$ cat src/design/hid_mouse_report_to_packet_macros.svh
// ----------------------------------------------------------------------------
// Assertion macros for the mouse report converter
// Shared property wrappers used by the converter's internal checks.
// ----------------------------------------------------------------------------
`ifndef HID_MOUSE_REPORT_TO_PACKET_MACROS_SVH
`define HID_MOUSE_REPORT_TO_PACKET_MACROS_SVH

// The consequent must hold in the same cycle as the antecedent.
`define HMR_ASSERT_SAME(label, clk, rst, ante, cons) \
   label: assert property (@(posedge clk) disable iff (rst) (ante) |-> (cons)) \
      else $error("hmr check failed: same-cycle property");

// The consequent must hold in the cycle after the antecedent.
`define HMR_ASSERT_NEXT(label, clk, rst, ante, cons) \
   label: assert property (@(posedge clk) disable iff (rst) (ante) |=> (cons)) \
      else $error("hmr check failed: next-cycle property");

`endif

$ cat src/design/hmr_pkg.sv
// ----------------------------------------------------------------------------
// hmr_pkg
// Types, codes and sizes shared by the mouse report converter modules.
// ----------------------------------------------------------------------------
package hmr_pkg;

   localparam int REPORT_BYTES  = 8;
   localparam int LEN_W         = 4;
   localparam int WHEEL_REPEAT  = 3;
   localparam int WHEEL_STEPS   = 2 * WHEEL_REPEAT;
   localparam int WHEEL_CNT_W   = $clog2(WHEEL_STEPS + 1);
   localparam int QUEUE_DEPTH   = 2;
   localparam int QPTR_W        = $clog2(QUEUE_DEPTH);
   localparam int QCNT_W        = $clog2(QUEUE_DEPTH + 1);

   localparam logic [LEN_W-1:0] LEN_MIN       = 4'd3;
   localparam logic [LEN_W-1:0] LEN_MAX       = 4'd8;
   localparam logic [LEN_W-1:0] ID_LEN_MIN    = 4'd6;
   localparam logic [LEN_W-1:0] WHEEL_LEN_MIN = 4'd4;

   localparam logic [7:0] REPORT_ID_MOUSE = 8'h01;
   localparam logic [7:0] HDR_BASE        = 8'hF8;
   localparam logic [7:0] KEY_ENTER_MAKE  = 8'h72;
   localparam logic [7:0] KEY_ENTER_BREAK = 8'hF2;
   localparam logic [7:0] KEY_UP_MAKE     = 8'h48;
   localparam logic [7:0] KEY_UP_BREAK    = 8'hC8;
   localparam logic [7:0] KEY_DOWN_MAKE   = 8'h50;
   localparam logic [7:0] KEY_DOWN_BREAK  = 8'hD0;

   localparam logic KIND_KEY   = 1'b0;
   localparam logic KIND_MOUSE = 1'b1;

   localparam logic CSR_KEY_ENABLE   = 1'b0;
   localparam logic CSR_MOUSE_ENABLE = 1'b1;

   typedef struct packed {
      logic       xfer_error;
      logic [3:0] report_len;
      logic [7:0] report_byte_0;
      logic [7:0] report_byte_1;
      logic [7:0] report_byte_2;
      logic [7:0] report_byte_3;
      logic [7:0] report_byte_4;
      logic [7:0] report_byte_5;
      logic [7:0] report_byte_6;
      logic [7:0] report_byte_7;
   } req_payload_type;

   typedef struct packed {
      logic              out_kind;
      logic [7:0]        key_code;
      logic [7:0]        packet_header;
      logic signed [7:0] delta_x;
      logic signed [7:0] delta_y;
      logic              last_out;
   } rsp_payload_type;

   // One classified report as handed from the front end to the emitter.
   typedef struct packed {
      logic       mid_press;
      logic       wheel_move;
      logic       wheel_up;
      logic       mouse;
      logic [7:0] header;
      logic [7:0] dx;
      logic [7:0] dy;
   } cmd_type;

endpackage

$ cat src/design/hmr_front.sv
// ----------------------------------------------------------------------------
// hmr_front
// Accepts reports, filters errors and repeats, and classifies each report
// into a command for the emitter.
// ----------------------------------------------------------------------------
module hmr_front (
   input  logic                     clock,
   input  logic                     reset,
   input  logic                     req_valid,
   output logic                     req_stall,
   input  hmr_pkg::req_payload_type req_payload,
   input  logic                     key_enable,
   input  logic                     mouse_enable,
   input  logic                     queue_full,
   output logic                     push,
   output hmr_pkg::cmd_type         push_data
);
   import hmr_pkg::*;

   logic [7:0]       prev_ff [REPORT_BYTES];
   logic [7:0]       prev_in [REPORT_BYTES];
   logic [7:0]       bytes   [REPORT_BYTES];
   logic [LEN_W-1:0] len;
   logic             take;
   logic             len_ok;
   logic             changed;
   logic             id_layout;
   logic             good_report;
   logic [7:0]       buttons;
   logic [7:0]       prior_buttons;
   logic [7:0]       wheel;

   assign req_stall = queue_full;
   assign take      = req_valid && !req_stall;
   assign len       = req_payload.report_len;

   always_comb begin
      bytes[0] = req_payload.report_byte_0;
      bytes[1] = req_payload.report_byte_1;
      bytes[2] = req_payload.report_byte_2;
      bytes[3] = req_payload.report_byte_3;
      bytes[4] = req_payload.report_byte_4;
      bytes[5] = req_payload.report_byte_5;
      bytes[6] = req_payload.report_byte_6;
      bytes[7] = req_payload.report_byte_7;

      len_ok = !req_payload.xfer_error && (len >= LEN_MIN) && (len <= LEN_MAX);

      changed = 1'b0;
      for (int i = 0; i < REPORT_BYTES; i++) begin
         if ((LEN_W'(i) < len) && (bytes[i] != prev_ff[i])) begin
            changed = 1'b1;
         end
      end

      id_layout = (len >= ID_LEN_MIN) && (bytes[0] == REPORT_ID_MOUSE);
      if (id_layout) begin
         buttons       = bytes[1];
         prior_buttons = prev_ff[1];
         push_data.dx  = bytes[2];
         push_data.dy  = bytes[3];
         wheel         = bytes[4];
      end else begin
         buttons       = bytes[0];
         prior_buttons = prev_ff[0];
         push_data.dx  = bytes[1];
         push_data.dy  = bytes[2];
         wheel         = (len >= WHEEL_LEN_MIN) ? bytes[3] : 8'd0;
      end

      push_data.mid_press  = key_enable && buttons[2] && !prior_buttons[2];
      push_data.wheel_move = key_enable && (wheel != 8'd0);
      push_data.wheel_up   = !wheel[7];
      push_data.mouse      = mouse_enable;
      // Left and right trade places in the packet header.
      push_data.header     = HDR_BASE | {6'd0, buttons[0], buttons[1]};

      good_report = take && len_ok && changed;
      push = good_report &&
             (push_data.mid_press || push_data.wheel_move || push_data.mouse);

      for (int i = 0; i < REPORT_BYTES; i++) begin
         prev_in[i] = (good_report && (LEN_W'(i) < len)) ? bytes[i] : prev_ff[i];
      end
   end

   always_ff @(posedge clock) begin
      if (reset) begin
         for (int i = 0; i < REPORT_BYTES; i++) begin
            prev_ff[i] <= 8'd0;
         end
      end else begin
         prev_ff <= prev_in;
      end
   end

endmodule

$ cat src/design/hmr_queue.sv
// ----------------------------------------------------------------------------
// hmr_queue
// Short command queue between the front end and the emitter.
// ----------------------------------------------------------------------------
`include "hid_mouse_report_to_packet_macros.svh"

module hmr_queue (
   input  logic             clock,
   input  logic             reset,
   input  logic             push,
   input  hmr_pkg::cmd_type push_data,
   output logic             full,
   input  logic             pop,
   output hmr_pkg::cmd_type pop_data,
   output logic             not_empty
);
   import hmr_pkg::*;

   cmd_type             slot_ff [QUEUE_DEPTH];
   logic [QPTR_W-1:0]   wr_ptr_ff, wr_ptr_in;
   logic [QPTR_W-1:0]   rd_ptr_ff, rd_ptr_in;
   logic [QCNT_W-1:0]   count_ff, count_in;

   assign full      = (count_ff == QCNT_W'(QUEUE_DEPTH));
   assign not_empty = (count_ff != '0);
   assign pop_data  = slot_ff[rd_ptr_ff];

   always_comb begin
      wr_ptr_in = wr_ptr_ff;
      rd_ptr_in = rd_ptr_ff;
      count_in  = count_ff;
      if (push) begin
         wr_ptr_in = (wr_ptr_ff == QPTR_W'(QUEUE_DEPTH - 1)) ? '0 : wr_ptr_ff + 1'b1;
      end
      if (pop) begin
         rd_ptr_in = (rd_ptr_ff == QPTR_W'(QUEUE_DEPTH - 1)) ? '0 : rd_ptr_ff + 1'b1;
      end
      if (push && !pop) begin
         count_in = count_ff + 1'b1;
      end else if (pop && !push) begin
         count_in = count_ff - 1'b1;
      end
   end

   always_ff @(posedge clock) begin
      if (reset) begin
         wr_ptr_ff <= '0;
         rd_ptr_ff <= '0;
         count_ff  <= '0;
      end else begin
         wr_ptr_ff <= wr_ptr_in;
         rd_ptr_ff <= rd_ptr_in;
         count_ff  <= count_in;
      end
   end

   always_ff @(posedge clock) begin
      if (push) begin
         slot_ff[wr_ptr_ff] <= push_data;
      end
   end

   `HMR_ASSERT_SAME(a_no_push_when_full, clock, reset, push, !full)
   `HMR_ASSERT_SAME(a_no_pop_when_empty, clock, reset, pop, not_empty)
   `HMR_ASSERT_SAME(a_count_in_range, clock, reset, 1'b1, count_ff <= QCNT_W'(QUEUE_DEPTH))

endmodule

$ cat src/design/hmr_back.sv
// ----------------------------------------------------------------------------
// hmr_back
// Emitter: walks one command at a time, producing key codes and the mouse
// packet into the result register, one result per cycle while not stalled.
// ----------------------------------------------------------------------------
`include "hid_mouse_report_to_packet_macros.svh"

module hmr_back (
   input  logic                     clock,
   input  logic                     reset,
   input  logic                     cmd_available,
   input  hmr_pkg::cmd_type         cmd_data,
   output logic                     pop,
   output logic                     rsp_valid,
   input  logic                     rsp_stall,
   output hmr_pkg::rsp_payload_type rsp_payload
);
   import hmr_pkg::*;

   cmd_type                cur_ff;
   logic                   cur_valid_ff, cur_valid_in;
   logic [1:0]             mid_left_ff, mid_left_in, mid_next;
   logic [WHEEL_CNT_W-1:0] wheel_left_ff, wheel_left_in, wheel_next;
   logic                   mouse_left_ff, mouse_left_in, mouse_next;
   logic                   rsp_valid_ff, rsp_valid_in;
   rsp_payload_type        rsp_ff, rsp_in;
   rsp_payload_type        result;
   logic                   advance;
   logic                   emit;
   logic                   last;
   logic                   cmd_has_work;
   logic                   key_rsp;
   logic                   key_rsp_clean;

   assign advance     = !rsp_valid_ff || !rsp_stall;
   assign emit        = advance && cur_valid_ff;
   assign rsp_valid   = rsp_valid_ff;
   assign rsp_payload = rsp_ff;

   assign cmd_has_work  = (mid_left_ff != 2'd0) || (wheel_left_ff != '0) || mouse_left_ff;
   assign key_rsp       = rsp_valid_ff && (rsp_ff.out_kind == KIND_KEY);
   assign key_rsp_clean = (rsp_ff.packet_header == 8'd0) && (rsp_ff.key_code != 8'd0);

   // Pick the next result: middle-button pair first, then wheel pairs,
   // then the mouse packet.
   always_comb begin
      mid_next   = mid_left_ff;
      wheel_next = wheel_left_ff;
      mouse_next = mouse_left_ff;
      result     = '0;
      if (mid_left_ff != 2'd0) begin
         result.out_kind = KIND_KEY;
         result.key_code = (mid_left_ff == 2'd2) ? KEY_ENTER_MAKE : KEY_ENTER_BREAK;
         mid_next        = mid_left_ff - 1'b1;
      end else if (wheel_left_ff != '0) begin
         result.out_kind = KIND_KEY;
         // The count starts even, so even counts are makes and odd are breaks.
         if (!wheel_left_ff[0]) begin
            result.key_code = cur_ff.wheel_up ? KEY_UP_MAKE : KEY_DOWN_MAKE;
         end else begin
            result.key_code = cur_ff.wheel_up ? KEY_UP_BREAK : KEY_DOWN_BREAK;
         end
         wheel_next = wheel_left_ff - 1'b1;
      end else begin
         result.out_kind      = KIND_MOUSE;
         result.packet_header = cur_ff.header;
         result.delta_x       = cur_ff.dx;
         result.delta_y       = cur_ff.dy;
         mouse_next           = 1'b0;
      end
      last            = (mid_next == 2'd0) && (wheel_next == '0) && !mouse_next;
      result.last_out = last;
   end

   always_comb begin
      pop           = cmd_available && (!cur_valid_ff || (emit && last));
      cur_valid_in  = cur_valid_ff;
      mid_left_in   = mid_left_ff;
      wheel_left_in = wheel_left_ff;
      mouse_left_in = mouse_left_ff;
      if (emit) begin
         mid_left_in   = mid_next;
         wheel_left_in = wheel_next;
         mouse_left_in = mouse_next;
         if (last) begin
            cur_valid_in = 1'b0;
         end
      end
      if (pop) begin
         cur_valid_in  = 1'b1;
         mid_left_in   = cmd_data.mid_press ? 2'd2 : 2'd0;
         wheel_left_in = cmd_data.wheel_move ? WHEEL_CNT_W'(WHEEL_STEPS) : '0;
         mouse_left_in = cmd_data.mouse;
      end

      rsp_in = rsp_ff;
      if (emit) begin
         rsp_valid_in = 1'b1;
         rsp_in       = result;
      end else if (advance) begin
         rsp_valid_in = 1'b0;
      end else begin
         rsp_valid_in = rsp_valid_ff;
      end
   end

   always_ff @(posedge clock) begin
      if (reset) begin
         cur_valid_ff  <= 1'b0;
         mid_left_ff   <= 2'd0;
         wheel_left_ff <= '0;
         mouse_left_ff <= 1'b0;
         rsp_valid_ff  <= 1'b0;
      end else begin
         cur_valid_ff  <= cur_valid_in;
         mid_left_ff   <= mid_left_in;
         wheel_left_ff <= wheel_left_in;
         mouse_left_ff <= mouse_left_in;
         rsp_valid_ff  <= rsp_valid_in;
      end
   end

   always_ff @(posedge clock) begin
      if (pop) begin
         cur_ff <= cmd_data;
      end
      rsp_ff <= rsp_in;
   end

   `HMR_ASSERT_NEXT(a_cmd_held_until_last, clock, reset, emit && !last, cur_valid_ff)
   `HMR_ASSERT_SAME(a_active_cmd_has_work, clock, reset, cur_valid_ff, cmd_has_work)
   `HMR_ASSERT_SAME(a_key_result_clean, clock, reset, key_rsp, key_rsp_clean)

endmodule

$ cat src/design/hid_mouse_report_to_packet.sv
// Reports pass the queue and the command register, then the result register.
// Throughput: one result per cycle while not stalled; a report yields 1 to 9
// results (two middle-button codes, six wheel codes, one packet).
// A two-entry command queue lets reports be taken while results drain.
// Reset (synchronous, active high) clears the stored report to zeros,
// both enables to 0, and empties the queue and result register.
// ----------------------------------------------------------------------------
// hid_mouse_report_to_packet
// Converts mouse reports into key codes and three-byte relative packets.
// ----------------------------------------------------------------------------
module hid_mouse_report_to_packet (
   input  logic                     clock,
   input  logic                     reset,
   input  logic                     req_valid,
   output logic                     req_stall,
   input  hmr_pkg::req_payload_type req_payload,
   output logic                     rsp_valid,
   input  logic                     rsp_stall,
   output hmr_pkg::rsp_payload_type rsp_payload,
   input  logic                     csr_wr_en,
   input  logic                     csr_index,
   input  logic                     csr_wdata
);
   import hmr_pkg::*;

   logic    key_enable_ff, key_enable_in;
   logic    mouse_enable_ff, mouse_enable_in;
   logic    queue_full;
   logic    push;
   cmd_type push_data;
   logic    pop;
   cmd_type pop_data;
   logic    not_empty;

   always_comb begin
      key_enable_in   = key_enable_ff;
      mouse_enable_in = mouse_enable_ff;
      if (csr_wr_en) begin
         case (csr_index)
            CSR_KEY_ENABLE:   key_enable_in   = csr_wdata;
            CSR_MOUSE_ENABLE: mouse_enable_in = csr_wdata;
            default:          ;
         endcase
      end
   end

   always_ff @(posedge clock) begin
      if (reset) begin
         key_enable_ff   <= 1'b0;
         mouse_enable_ff <= 1'b0;
      end else begin
         key_enable_ff   <= key_enable_in;
         mouse_enable_ff <= mouse_enable_in;
      end
   end

   hmr_front u_front (
      .clock        (clock),
      .reset        (reset),
      .req_valid    (req_valid),
      .req_stall    (req_stall),
      .req_payload  (req_payload),
      .key_enable   (key_enable_ff),
      .mouse_enable (mouse_enable_ff),
      .queue_full   (queue_full),
      .push         (push),
      .push_data    (push_data)
   );

   hmr_queue u_queue (
      .clock     (clock),
      .reset     (reset),
      .push      (push),
      .push_data (push_data),
      .full      (queue_full),
      .pop       (pop),
      .pop_data  (pop_data),
      .not_empty (not_empty)
   );

   hmr_back u_back (
      .clock         (clock),
      .reset         (reset),
      .cmd_available (not_empty),
      .cmd_data      (pop_data),
      .pop           (pop),
      .rsp_valid     (rsp_valid),
      .rsp_stall     (rsp_stall),
      .rsp_payload   (rsp_payload)
   );

endmodule

$ cat config.mk
export PLATFORM = sky130hd
export DESIGN_NAME = hid_mouse_report_to_packet
export DESIGN_NICKNAME = d
export VERILOG_FILES = /design/src/design/hmr_pkg.sv /design/src/design/hmr_front.sv /design/src/design/hmr_queue.sv /design/src/design/hmr_back.sv /design/src/design/hid_mouse_report_to_packet.sv
export VERILOG_INCLUDE_DIRS = /design/src /design/src/design
export SDC_FILE = /design/constraint.sdc
export NUM_CORES = 1
export LEC_CHECK = 0
export ABC_AREA = 1
export BUFFER_PORTS_ARGS = -buffer_cell sky130_fd_sc_hd__buf_4
export CORE_MARGIN = 4
export CORE_UTILIZATION = 58
export CTS_CLUSTER_SIZE = 30
export DETAILED_ROUTE_END_ITERATION = 10
export MAX_ROUTING_LAYER = met4
export PLACE_DENSITY = 0.84
export SYNTH_ARGS = -nofsm -noshare
export SYNTH_HDL_FRONTEND = slang
export SYNTH_SLANG_ARGS = --single-unit
$ cat constraint.sdc
create_clock -name clock -period 3.77 [get_ports clock]
set_input_delay 0.9425 -clock clock [delete_from_list [all_inputs] [get_ports clock]]
set_output_delay 0.9425 -clock clock [all_outputs]
set_load 0.005 [all_outputs]
==> results.sh <==
export IMPL_synth_top_cells_by_count="nand2_1 (220), inv_1 (171), nor2_1 (145)"
export IMPL_grt_pass1_wl_mm=28.5
export IMPL_overflow=0
export IMPL_fp_coreArea_um2=13900
export IMPL_setup_ws_ns=0.999
export IMPL_outcome="finished clean"
export IMPL_cts_buffers=17
export IMPL_dp_cells=1243
export IMPL_synthTopCellsByArea="edfxtp_1 (32%), dfxtp_1 (19%), nand2_1 (10%)"
export IMPL_cp_arrival_ns=3.08
export IMPL_path_clk_slew_ns=0.07
export IMPL_hold_path_class="reg -> reg"
export IMPL_synth_top_cell_by_area="edfxtp_1"
export IMPL_drt_wl_total_mm=17.1
export IMPL_synth_compound_area_frac=0.0483
export IMPL_root_buffer="clkbuf_16"
export IMPL_seq_area_frac_synth=0.515
export IMPL_drt_pass1_iter_count=5
export IMPL_initial_core_util=0.593
export IMPL_clkSinkCount=168
export IMPL_finalNetCount=1162
export IMPL_crit_required_ns=4.08
export IMPL_die_y_um=127
export IMPL_synthXorXnorAreaFrac=0.0509
export IMPL_cp_max_fo=46
export IMPL_fin_hold_ws_ns=0.486
export IMPL_max_freq_mhz=361
export IMPL_fin_skew_ns=0.00815
export IMPL_tns_ns=0
export IMPL_vias=6445
export IMPL_cts_hold_buf=0
export IMPL_cts_tree="built"
export IMPL_drv_slew=0
export IMPL_std_cell_rows=43
export IMPL_cap_viol_max_count=0
export IMPL_worst_ir_drop_vdd_mv=0.298
export IMPL_io_pins=112
export IMPL_port_buffers=108
export IMPL_min_period_over_period=0.735
export IMPL_place_area_um2=9140
export IMPL_layout_cells_non_filler=1275
export IMPL_antenna_found_initial=0
export IMPL_grt_total_usage=0.225
export IMPL_die_x_um=127
export IMPL_ys_ff_latch=168
export IMPL_fin_crit_ns=2.77
export IMPL_dominantRegCellSynth="edfxtp_1"
export IMPL_syn2layout_area_growth_pct=17.7
export IMPL_synth_area_per_cell_um2=8.43
export IMPL_synthAdderAreaFrac=0.00606
export IMPL_clk_path_buf_depth=2
export IMPL_netlist_area_um2=8260
export IMPL_report_final_hold_viol_count=0
export IMPL_fin_area_um2=9720
export IMPL_fin_util=0.698
export IMPL_drc=0
export IMPL_critPathKind="in -> reg"
export IMPL_cts_setup_buffers=0
export IMPL_synthMuxAreaShare=0.0382
export IMPL_maxSlewHeadroom=0.388
export IMPL_critPathLaunchType="primary input"
export IMPL_synthArstFlopShare=0
export IMPL_worst_slew_pin_slew_ns=0.917
export IMPL_synth_top_family_by_area="simple AND/OR/NAND/NOR gates"
export IMPL_fill_cells=1063
export IMPL_grt_max_degree=53
export IMPL_first_global_vias=6160
export IMPL_htreeDepth=4
export IMPL_ant_nets=0
export IMPL_total_power_mw=5.43
export IMPL_hpwl_mm=12.0
export IMPL_dieArea_um2=16200
export IMPL_synth_enable_flop_cells=89
export IMPL_critPathCaptureType="register"
export IMPL_p_leak_nw=4.34
export IMPL_synth_cell_type_count=35
export IMPL_gp_routability_congestion=0.873
export IMPL_drtIter0Drc=500
export IMPL_post_drt_via_cell_ratio=5.05
export IMPL_insertedDiodeCount=0
export IMPL_setup_viol=0
export IMPL_synthCells=980
export IMPL_yosysWarnings=0
export IMPL_drive_above_1_share=0.184
export IMPL_post_drt_wl_per_cell_um=13.4
export IMPL_postCtsResizedCells=0
export IMPL_grt_setup_unrepaired="no"
export IMPL_clk_latency_ns=0.42
export IMPL_synth_most_common_cell="nand2_1"
export IMPL_pre_cts_slack_ns=0.610
export IMPL_powerDensity_nw_per_um2=559
export IMPL_yosys_area_share_simple=0.229
export IMPL_synth_top_cell_area_share=0.323
==> routing by layer <==
layer / GRT usage / up-vias / share of wire
li1: - / 3273 / -
met1: 0.276 / 2943 / 0.42
met2: 0.381 / 207 / 0.51
met3: 0.0431 / 22 / 0.056
met4: 0.0662 / 0 / 0.015
met5: - / - / 0
==> cell usage in the layout, fill, tap and decap left out, drive strengths merged <==
master / instances
o21bai: 1
or2: 2
clkbuf: 17
nand4: 47
a21oi: 16
dfxtp: 79
nor2: 148
nand3: 22
nor3: 2
xnor2: 47
mux2: 28
o211ai: 1
o21ai: 50
clkinv: 6
edfxtp: 89
buf: 121
conb: 3
inv: 187
ha: 4
a2111oi: 1
nand2: 222
xor2: 1
clkinvlp: 1
==> worst paths after layout <==
path	endpoint	slack [ns]	cells after the start	from
hold / removal	u_front.prev_ff[57]$_SDFFE_PP0P_	0.49	2	u_front.prev_ff[57]$_SDFFE_PP0P_
setup reg to reg	u_queue.count_ff[1]$_SDFFE_PP0P_	1.17	15	u_back.wheel_left_ff[1]$_SDFFE_PP0P_
hold reg to reg	u_front.prev_ff[57]$_SDFFE_PP0P_	0.49	2	u_front.prev_ff[57]$_SDFFE_PP0P_
setup / recovery	u_front.prev_ff[49]$_SDFFE_PP0P_	1.0	9	req_payload[65]
==> power breakdown <==
group          internal [mW]  switching, mW  total (mW)  leakage, nW
registers               2.35          0.147        2.50         1.47
logic                  0.573          0.691        1.26         2.59
clock network          0.883          0.783        1.67        0.282
==> sequential cells by signal (all words and copies together), names as in the netlist, named ones only <==
signal,flops
mouse_enable_ff,1
u_back.wheel_left_ff,3
u_queue.count_ff,2
u_queue.wr_ptr_ff,1
u_back.mouse_left_ff,1
u_back.rsp_valid,1
u_queue.slot_ff,44
u_queue.rd_ptr_ff,1
u_back.mid_left_ff,2
key_enable_ff,1
u_back.rsp_payload,26
u_front.prev_ff,64
u_back.cur_ff,19
u_back.cur_valid_ff,1
==> worst max-delay path, stage by stage <==
cell and delay (ns):
buf_4 0.12, nor2_1 0.26, a21oi_1 0.17, a2111oi_4 0.30
buf_4 0.54, nand2_2 0.12, buf_4 0.23, o21ai_0 0.28
nor2_1 0.08
==> kinds of logic (layout without fill, tap and decap cells) <==
kind of cell               after synthesis  after routing
xor gates and xnor gates                48             48
adders and majority gates                4              4
DFF                                    168            168
other                                    1              3
and+or+nand+nor                        443            443
muxes                                   28             28
buffers and inverters                  219            332
AOI/OAI and AO/OA                       69             69
==> area by class of cell <==
type,count,area (um2),area share
Inverter,179,672,0.0691
Timing Repair Buffer,121,908,0.0934
Clock inverter,15,153,0.0157
Tap cell,180,225,0.0232
Multi-Input combinational cell,595,3080,0.317
Clock buffer,17,425,0.0438
Sequential cell,168,4250,0.438
Power figures use the tool's default switching activity.
